==> config.mk <==
export PLATFORM = sky130hd
export DESIGN_NAME = sss_fifo
export DESIGN_NICKNAME = d
export VERILOG_FILES = /design/src/design/sss_pkg.sv /design/src/design/sss_fifo.sv
export SDC_FILE = /design/constraint.sdc
export NUM_CORES = 1
export LEC_CHECK = 0
export BUFFER_PORTS_ARGS = -buffer_cell sky130_fd_sc_hd__buf_2
export CAP_MARGIN = 0
export CORE_MARGIN = 3
export CORE_UTILIZATION = 50
export CTS_BUF_LIST = sky130_fd_sc_hd__clkbuf_16
export DETAILED_ROUTE_END_ITERATION = 12
export GPL_TIMING_DRIVEN = 0
export PLACE_DENSITY = 0.76
export SYNTH_ARGS = -nofsm -noshare
export SYNTH_HDL_FRONTEND = slang
export SYNTH_SLANG_ARGS = --single-unit
==> constraint.sdc <==
create_clock -name clk -period 6.2 [get_ports clk]
set_input_delay 1.86 -clock clk [delete_from_list [all_inputs] [get_ports clk]]
set_output_delay 1.86 -clock clk [all_outputs]
set_load 0.01 [all_outputs]
==> src/design/sss_pkg.sv <==
// shared types and constants of the stroke splat spacing block
package sss_pkg;

    localparam int POS_BITS        = 20;
    localparam int RAD_BITS        = 20;
    localparam int FLOW_BITS       = 8;
    localparam int RATE_BITS       = 12;
    localparam int TRAV_BITS       = 24;
    localparam int FRAC_BITS       = 24;
    localparam int DEF_MAX_SPLATS  = 64;
    localparam int HALF_PIXEL      = 128;
    localparam int RATE_RESET      = 80;
    localparam int DIV_NW          = 48;
    localparam int DIV_DW          = 26;
    localparam int D_BITS          = 21;
    localparam int ADDR_BITS       = 3;
    localparam int DATA_BITS       = 72;

    // register index taken from paddr above the byte offset
    localparam logic REG_SPACING_RATE = 1'b0;

    typedef enum logic [1:0] {
        FUNC_START = 2'd0,
        FUNC_NEXT  = 2'd1,
        FUNC_END   = 2'd2
    } func_t;

    typedef enum logic [1:0] {
        CMD_START,
        CMD_NEXT,
        CMD_END
    } cmd_kind_t;

    typedef struct packed {
        cmd_kind_t              kind;
        logic [POS_BITS-1:0]    x;
        logic [POS_BITS-1:0]    y;
        logic [RAD_BITS-1:0]    r;
        logic [FLOW_BITS-1:0]   f;
        logic [RATE_BITS-1:0]   rate;
    } cmd_t;

    typedef struct packed {
        logic [POS_BITS-1:0]    x;
        logic [POS_BITS-1:0]    y;
        logic [RAD_BITS-1:0]    r;
        logic [FLOW_BITS-1:0]   f;
    } splat_t;

    typedef struct packed {
        splat_t pt;
        logic   last;
        logic   trunc;
    } result_t;

    typedef enum logic [4:0] {
        ST_IDLE,
        ST_START,
        ST_END,
        ST_TA,
        ST_TB,
        ST_SQX,
        ST_SQY,
        ST_SQRT,
        ST_TH_MUL,
        ST_SLACK,
        ST_DECIDE,
        ST_STEP_MUL,
        ST_STEP_DIV,
        ST_T_DIV,
        ST_HIT,
        ST_IMUL,
        ST_IADD,
        ST_MISS,
        ST_FLUSH,
        ST_FINISH
    } back_state_t;

endpackage

==> src/design/sss_fifo.sv <==
// two entry command queue between front and back
module sss_fifo
    import sss_pkg::*;
(
    input  logic clk,
    input  logic rst_n,
    input  logic push,
    input  cmd_t push_cmd,
    output logic full,
    input  logic pop,
    output logic pop_valid,
    output cmd_t pop_cmd
);

    cmd_t       mem [2];
    logic       wr_ptr_reg;
    logic       rd_ptr_reg;
    logic [1:0] cnt_reg;
    logic       do_push;
    logic       do_pop;

    assign full      = cnt_reg == 2'd2;
    assign pop_valid = cnt_reg != 2'd0;
    assign do_push   = push && !full;
    assign do_pop    = pop && pop_valid;
    assign pop_cmd   = mem[rd_ptr_reg];

    always_ff @(posedge clk or negedge rst_n)
    begin
        if (!rst_n)
        begin
            wr_ptr_reg <= 1'b0;
            rd_ptr_reg <= 1'b0;
            cnt_reg    <= 2'd0;
        end
        else
        begin
            if (do_push)
            begin
                wr_ptr_reg <= !wr_ptr_reg;
            end
            if (do_pop)
            begin
                rd_ptr_reg <= !rd_ptr_reg;
            end
            cnt_reg <= cnt_reg + {1'b0, do_push} - {1'b0, do_pop};
        end
    end

    always_ff @(posedge clk)
    begin
        if (do_push)
        begin
            mem[wr_ptr_reg] <= push_cmd;
        end
    end

endmodule

==> impl_metrics.ini <==
[logic_synthesis]
synth_top_area_cell = edfxtp_1
synth_nets = 361
synthMuxAreaShare = 0.183
ys_seq_area_frac = 0.777
avgSynthCellArea_um2 = 23.7
syn-instance-count = 273
ys_ff_latch = 168
synth_simple_gate_area_share = 0.00503
yosysTopAreaCellShare = 0.761
synth.distinct_cells = 17
yosys_warnings = 0
synth-xor-area-share = 0.00542
synth_top_family_by_area = multiplexers
synthTopCellsByCount = edfxtp_1, mux2_4, mux2_2
yosys.area_share.adder = 0.00387
synth.most_common_cell = edfxtp_1
async_reset_ff_frac = 0.0238
synthTopCellsByArea = edfxtp_1, mux2_4, buf_12
synthFlopType = edfxtp_1
synth_edf_count = 164
synth-compound-area-share = 0
synth_area_um2 = 6470

[critical_path]
cp-start-kind = flip-flop
cp_max_fo = 10
crit_arrival_ns = 1.63
crit_type = reg2out
end_kind = output pin
required_ns = 4.34

[drt]
routedWlPerCell_um = 17.2
drtAntennaViolNets = 0
first_pass_iters = 4
finalWirelength_mm = 11.1
viasPerCell = 4.92
vias = 3167
drt_iter0_markers = 256
drc = 0

[timing]
slew_violations = 0
timing.slew.headroom = 0.569
finClkSkew_ns = 0.00605
period_share = 0.563
period_needed_ns = 3.49
setup_slack_ns = 2.71
final-hold-violation-count = 0
fmax_mhz = 286
setup-violations-final = 0
holdWs_ns = 0.536
tightest_slew_ns = 0.646
rsz0062_at_grt = no

[pwr]
pwr_density_cell_nw_per_um2 = 489
p_leak_uw = 0.00331
ir_worst_vdd_mv = 0.511

[cells_and_area]
fillers = 872
multiInputGateArea_um2 = 1290
largest_register_ffs = 164
synthToLayoutAreaGrowth_pct = 26.7
diodes = 0
fin_util = 0.666
drive_above_1_share = 0.609
nets = 552
fin_cells = 644
regArea_um2 = 5020

[hold_path]
hp-class = reg2reg

[clock_network]
clk_path_buf_depth = 2
post_cts_buffers = 0
cts_resized = 0
numCtsBuffers = 17
h-tree-depth = 4
cts_sinks = 168
clockRootBuffer = clkbuf_16
cts_tree = done
insertion_delay_ns = 0.41
clkSlewWorstSetupHoldPaths_ns = 0.06
hold_buffers = 0

[grt]
grt_max_degree = 47
grt_pass1_wl_mm = 17.3
grt_pass1_vias = 3377
antenna_found_initial = 0
grt_usage = 0.161
gr-total-overflow = 0

[floorplanning]
die_h_um = 120
dieArea_um2 = 14300
ios = 170
core_um2 = 12300
fp.dieW_um = 120
start_util = 0.525
rows = 40

[placed_design]
numPlacedInstances = 613
gp_congestion = 0.701
hpwl_mm = 7.64
io_buffers = 169
place_ws_ns = 2.93

[flow_run]
drv_cap = 0

[status]
status = finished clean
routing by layer:
layer	wire, um	GRT usage	share of wire	vias to the layer above
met2	5520	0.265	0.50	126
met1	4570	0.195	0.41	1555
met3	727	0.0485	0.066	21
met5	0	0	0	-
li1	-	-	-	1465
met4	239	0.0795	0.022	0
cell type report:
class	count	area share
repair buffers	172	0.111
clock buffers	17	0.0519
clock inverters	14	0.0205
flip-flops and latches	168	0.613
multi-input cells	94	0.158
plain buffers	9	0.0191
well taps	168	0.0256
inverters	2	0.000916
worst paths after layout:
| check | start | endpoint | slack [ns] | depth (start not counted) |
|---|---|---|---|---|
| setup / recovery | rd_ptr_reg | pop_cmd[59] | 2.71 | 4 |
| hold / removal | cnt_reg[0] | cnt_reg[0] | 0.54 | 1 |
| setup reg to reg | cnt_reg[1] | mem[0][41] | 4.33 | 4 |
| hold reg to reg | cnt_reg[0] | cnt_reg[0] | 0.54 | 1 |
| max in group asynchronous | rst_n | rd_ptr_reg | 4.83 | 1 |
| min in group asynchronous | rst_n | wr_ptr_reg | 1.24 | 1 |
kinds of logic after synthesis:
| family | count (synthesis) |
|---|---|
| adder cells (fa/ha/maj) | 2 |
| AND/OR/NAND/NOR | 6 |
| flip-flops | 168 |
| buffers and inverters | 11 |
| multiplexers | 82 |
| XOR/XNOR | 4 |
metrics by stage:
step / total power, uW / area (um^2) / setup TNS, ns
final: 4010 / 8200 / 0
after global routing: 4200 / 8200 / 0
after CTS: 4070 / 8200 / 0
after detailed placement: 3010 / 7600 / 0
after global placement: 2980 / 7520 / -126.62
after floorplan: 2580 / 6470 / 0
worst max-delay path, stage by stage (launching register included):
cell	delay [ns]
dfrtp_1	0.35
buf_6	0.23
buf_12	0.18
mux2_4	0.31
buf_2	0.15
cells in the final DEF (no fill, tap or decap), types with 2 or more instances in the layout:
cell type	netlist	layout
buf_2	1	170
edfxtp_1	164	164
mux2_4	70	70
clkbuf_16	0	17
mux2_2	12	12
buf_12	7	9
inv_1	2	6
bufinv_16	0	4
dfrtp_1	4	4
xnor2_1	3	3
ha_1	2	2
clkinv_1	0	2
clkinv_2	0	2
clkinvlp_4	0	2
power by group:
part / total, uW / leakage [uW] / internal, uW / switching (uW)
clock: 1050 / 0.000299 / 660 / 389
combinational: 1340 / 0.00145 / 705 / 637
sequential: 1620 / 0.00157 / 1550 / 65.4
No activity file was read; power rests on OpenSTA's default activity.
