$ cat src/design/sss_pkg.sv
// shared types and constants of the stroke splat spacing block
package sss_pkg;

    localparam int POS_BITS        = 20;
    localparam int RAD_BITS        = 20;
    localparam int FLOW_BITS       = 8;
    localparam int RATE_BITS       = 12;
    localparam int TRAV_BITS       = 24;
    localparam int FRAC_BITS       = 24;
    localparam int DEF_MAX_SPLATS  = 64;
    localparam int HALF_PIXEL      = 128;
    localparam int RATE_RESET      = 80;
    localparam int DIV_NW          = 48;
    localparam int DIV_DW          = 26;
    localparam int D_BITS          = 21;
    localparam int ADDR_BITS       = 3;
    localparam int DATA_BITS       = 72;

    // register index taken from paddr above the byte offset
    localparam logic REG_SPACING_RATE = 1'b0;

    typedef enum logic [1:0] {
        FUNC_START = 2'd0,
        FUNC_NEXT  = 2'd1,
        FUNC_END   = 2'd2
    } func_t;

    typedef enum logic [1:0] {
        CMD_START,
        CMD_NEXT,
        CMD_END
    } cmd_kind_t;

    typedef struct packed {
        cmd_kind_t              kind;
        logic [POS_BITS-1:0]    x;
        logic [POS_BITS-1:0]    y;
        logic [RAD_BITS-1:0]    r;
        logic [FLOW_BITS-1:0]   f;
        logic [RATE_BITS-1:0]   rate;
    } cmd_t;

    typedef struct packed {
        logic [POS_BITS-1:0]    x;
        logic [POS_BITS-1:0]    y;
        logic [RAD_BITS-1:0]    r;
        logic [FLOW_BITS-1:0]   f;
    } splat_t;

    typedef struct packed {
        splat_t pt;
        logic   last;
        logic   trunc;
    } result_t;

    typedef enum logic [4:0] {
        ST_IDLE,
        ST_START,
        ST_END,
        ST_TA,
        ST_TB,
        ST_SQX,
        ST_SQY,
        ST_SQRT,
        ST_TH_MUL,
        ST_SLACK,
        ST_DECIDE,
        ST_STEP_MUL,
        ST_STEP_DIV,
        ST_T_DIV,
        ST_HIT,
        ST_IMUL,
        ST_IADD,
        ST_MISS,
        ST_FLUSH,
        ST_FINISH
    } back_state_t;

endpackage

$ cat src/design/sss_front.sv
// input acceptance, classification and configuration register
module sss_front
    import sss_pkg::*;
(
    input  logic                 clk,
    input  logic                 rst_n,
    input  logic                 psel,
    input  logic                 penable,
    input  logic                 pwrite,
    input  logic [ADDR_BITS-1:0] paddr,
    input  logic [31:0]          pwdata,
    output logic [31:0]          prdata,
    output logic                 pready,
    input  logic                 s_tvalid,
    output logic                 s_tready,
    input  logic [DATA_BITS-1:0] s_tdata,
    input  logic [1:0]           s_tuser,
    output logic                 push,
    output cmd_t                 push_cmd,
    input  logic                 full
);

    logic [RATE_BITS-1:0] rate_reg;
    logic                 active_reg;
    logic                 accept;
    logic                 keep;

    assign pready   = 1'b1;
    assign prdata   = {{(32 - RATE_BITS){1'b0}}, rate_reg};
    assign s_tready = !full;
    assign accept   = s_tvalid && s_tready;

    always_comb
    begin
        keep          = 1'b0;
        push_cmd.kind = CMD_NEXT;
        case (s_tuser)
            FUNC_START:
            begin
                keep          = 1'b1;
                push_cmd.kind = CMD_START;
            end
            FUNC_NEXT:
            begin
                keep          = active_reg;
                push_cmd.kind = CMD_NEXT;
            end
            FUNC_END:
            begin
                keep          = active_reg;
                push_cmd.kind = CMD_END;
            end
            default:
            begin
                keep = 1'b0;
            end
        endcase
        push_cmd.x    = s_tdata[POS_BITS-1:0];
        push_cmd.y    = s_tdata[2*POS_BITS-1:POS_BITS];
        push_cmd.r    = s_tdata[2*POS_BITS+RAD_BITS-1:2*POS_BITS];
        push_cmd.f    = s_tdata[2*POS_BITS+RAD_BITS+FLOW_BITS-1:2*POS_BITS+RAD_BITS];
        // a zero divisor acts as one
        push_cmd.rate = (rate_reg == '0) ? RATE_BITS'(1) : rate_reg;
    end

    assign push = accept && keep;

    always_ff @(posedge clk or negedge rst_n)
    begin
        if (!rst_n)
        begin
            rate_reg   <= RATE_BITS'(RATE_RESET);
            active_reg <= 1'b0;
        end
        else
        begin
            if (psel && penable && pwrite && pready && paddr[ADDR_BITS-1:2] == REG_SPACING_RATE)
            begin
                rate_reg <= pwdata[RATE_BITS-1:0];
            end
            if (accept)
            begin
                case (s_tuser)
                    FUNC_START: active_reg <= 1'b1;
                    FUNC_END:   active_reg <= 1'b0;
                    default:    active_reg <= active_reg;
                endcase
            end
        end
    end

endmodule

$ cat config.mk
export PLATFORM = sky130hd
export DESIGN_NAME = sss_front
export DESIGN_NICKNAME = d
export VERILOG_FILES = /design/src/design/sss_pkg.sv /design/src/design/sss_front.sv
export SDC_FILE = /design/constraint.sdc
export NUM_CORES = 1
export LEC_CHECK = 0
export ABC_AREA = 1
export BUFFER_PORTS_ARGS = -buffer_cell sky130_fd_sc_hd__clkbuf_2
export CORE_AREA = 5 5 88 90
export DETAILED_ROUTE_END_ITERATION = 6
export DIE_AREA = 0 0 93 95
export PLACE_DENSITY = 0.66
export SYNTH_ARGS = -nofsm -noshare
export SYNTH_HDL_FRONTEND = slang
export SYNTH_SLANG_ARGS = --single-unit
$ cat constraint.sdc
create_clock -name clk -period 0.8 [get_ports clk]
set_input_delay 0.16 -clock clk [delete_from_list [all_inputs] [get_ports clk]]
set_output_delay 0.16 -clock clk [all_outputs]
set_load 0.01 [all_outputs]
==> results.toml <==
[setup_path]
worst-r2r-cell-count = 4
critPathKind = "reg -> out"
cp-end-kind = "output port"
cp-start-kind = "register"
r2r_setup_slack_ns = -0.10
required_ns = 0.64
reg2reg_to = "rate_reg[6]"
worstPathArrival_ns = 1.16
cp_max_fo = 2
rr_startpoint = "rate_reg[6]"

[routing]
drtIter0Drc = 11
drc = 0
viasPerCell = 3.52
ant_nets = 0
first_pass_iters = 4
routed_wl_mm = 2.96
dr_total_vias = 907
wl_per_cell_um = 11.5

[pwr]
power.internal_mw = 2.01
comb_power_share_pct = 50.6
p_sw_uw = 953
p_clk_share_pct = 19.5
ir_worst_vdd_mv = 1.03
p_leak_nw = 0.863
seq_power_share_pct = 29.8
p_per_area_nw_per_um2 = 1820
p_sw_share_pct = 32.2

[run_status]
status = "finished with violations"
violations = "negative setup slack"

[sta]
slew_violations = 0
setup_viol = 29
hold_viol_final = 0
worst_slack_ns = -0.525
fin_crit_sh_pct = 166
skew_ns = 0
fin_hold_ws_ns = 0.106
grt_setup_unrepaired = "true"
max_freq_mhz = 755
layout_min_cycle_time_ns = 1.32
tns_ns = -6.90

[clocking]
root_buffer = "clkbuf_8"
clk_latency_ns = 0.24
htree_levels = 1
cts_buffer_depth = 2
clock-sinks = 13
cts.clk_slew.worst_paths_ns = 0.05
cts_tree = "yes"
cts_buffers = 3

[grt]
grt_antenna_before_repair = 0
grtUsageTotal_pct = 5.72
grt_pass1_wl_mm = 4.02
grt_max_degree = 25
grt-ovfl-total = 0
grt_pass1_vias = 880

[worst_hold_path]
worst_hold_path.num_cells = 3
whs_endpoint = "rate_reg[4]"
hp-class = "in -> reg"
hold_path_startpoint = "pwdata[4]"

[synthesis]
synth-async-reset-ratio_pct = 100
ys.flop_type = "dfrtp_1"
synthDistinctLibCells = 15
synth-seq-area-share_pct = 22.8
synth.avg_cell_area_um2 = 7.81
synth_common_cells = "89 x buf_4, 18 x inv_1, 17 x nand2_1"
synth_most_common_cell = "buf_4"
synth_top_area_share_pct = 46.5
yosysTopAreaCell = "buf_4"
synth_cells = 184
ys_seq_elements = 13
yosys_warnings = 0
synth-edff-count = 0
synthTopCellsByArea = "buf_4 47%, dfrtp_1 19%, o21ai_2 7.3%, inv_1 4.7%, nand2_1 4.4%"
syn_area_um2 = 1440

[final_layout]
diodes = 0
area_delta_synth_final_pct = 13.4
fin_nets = 297
drive_gt1_share_pct = 57.4
largest_reg_flops = 12
final_core_util_pct = 23.3
stdcell_area_um2 = 1630

[place]
gp_congestion = 0.641
place.port_buffers = 49
hpwl_mm = 2.27
dpl_cell_area_um2 = 1290

[die]
start_util_pct = 20.6
die_area_um2 = 8840
io_pins = 233
coreArea_um2 = 6980
die_h_um = 95
die_w_um = 93
rows = 31

[flow_run]
cap_violations = 0
==> cells in the final DEF (no fill, tap or decap), types with 3 or more instances in the layout <==
| cell type | count |
|---|---|
| clkbuf_8 | 3 |
| inv_1 | 17 |
| buf_6 | 37 |
| nor2_1 | 9 |
| dfrtp_1 | 11 |
| conb_1 | 21 |
| buf_4 | 3 |
| nand2_2 | 4 |
| buf_8 | 3 |
| nand2_1 | 13 |
| o21ai_2 | 12 |
| clkbuf_2 | 26 |
==> per-layer routing <==
metal | track usage, % | share of wire, % | vias to the layer above
met5 | 0 | 0 | -
met4 | 5.37 | 5.0 | 0
met3 | 2.63 | 16 | 32
met2 | 9.54 | 50 | 83
met1 | 5.13 | 29 | 382
li1 | - | - | 410
==> worst max-delay path by stage <==
stage	from	end	depth (start not counted)
5_1_grt	rate_reg[1]	push_cmd[0]	6
3_3_place_gp	rate_reg[0]	push_cmd[0]	6
2_1_floorplan	rate_reg[4]	push_cmd[0]	5
3_5_place_dp	rate_reg[0]	push_cmd[0]	6
6_report	rate_reg[4]	push_cmd[0]	6
4_1_cts	rate_reg[0]	push_cmd[0]	6
==> kinds of logic (layout without fill, tap and decap cells) <==
logic type      Yosys count  after routing  synth area share [%]
buf+inv                 120             93                  55.7
fa+ha+maj                 4              4                  3.48
other cells               2             21                 0.523
simple gates             32             32                  9.84
compound gates           13             13                  7.67
flops                    13             13                  22.8
==> power by group through the flow <==
| stage | clock network, mW | logic, mW | registers (mW) |
|---|---|---|---|
| after detailed placement | 0 | 1.06 | 0.870 |
| after global placement | 0 | 1.06 | 0.862 |
| after global routing | 0.644 | 1.63 | 0.896 |
| final | 0.578 | 1.50 | 0.883 |
| after CTS | 0.597 | 1.21 | 0.880 |
| after floorplan | 0 | 0.881 | 0.965 |
==> area by class of cell <==
class                      instances  area [µm²]
fill                             757        5350
timing repair buffer              71         644
multi-input combinational         70         439
sequential                        13         328
tap                               82         103
inverter                          18        70.1
clock buffer                       4        45.0
==> worst max-delay path, stage by stage (launching register included) <==
cell and delay, ns:
dfstp_2 0.53, nor2_1 0.04, nand2_1 0.06, nor2_1 0.04, nand2_1 0.08, nand2_2 0.05
buf_6 0.11
==> repair_timing <==
action / CTS / global route
setup endpoints to repair: 29 / 31
resized for setup: 19 / 61
cloned: 0 / 0
pin swaps: 4 / 7
buffers inserted: 7 / 7
hold buffers: 1 / 0
hold endpoints to repair: 11 / 0
==> metrics by stage <==
step                power (mW)  setup slack (ns)  std cells
CTS                       2.69            -0.570        258
detailed placement        1.93            -0.334        250
finish                    2.96            -0.525        258
global route              3.17            -0.632        258
global placement          1.92            -0.314        250
floorplan                 1.85            -0.169        203
(Power assumes the default switching activity.)
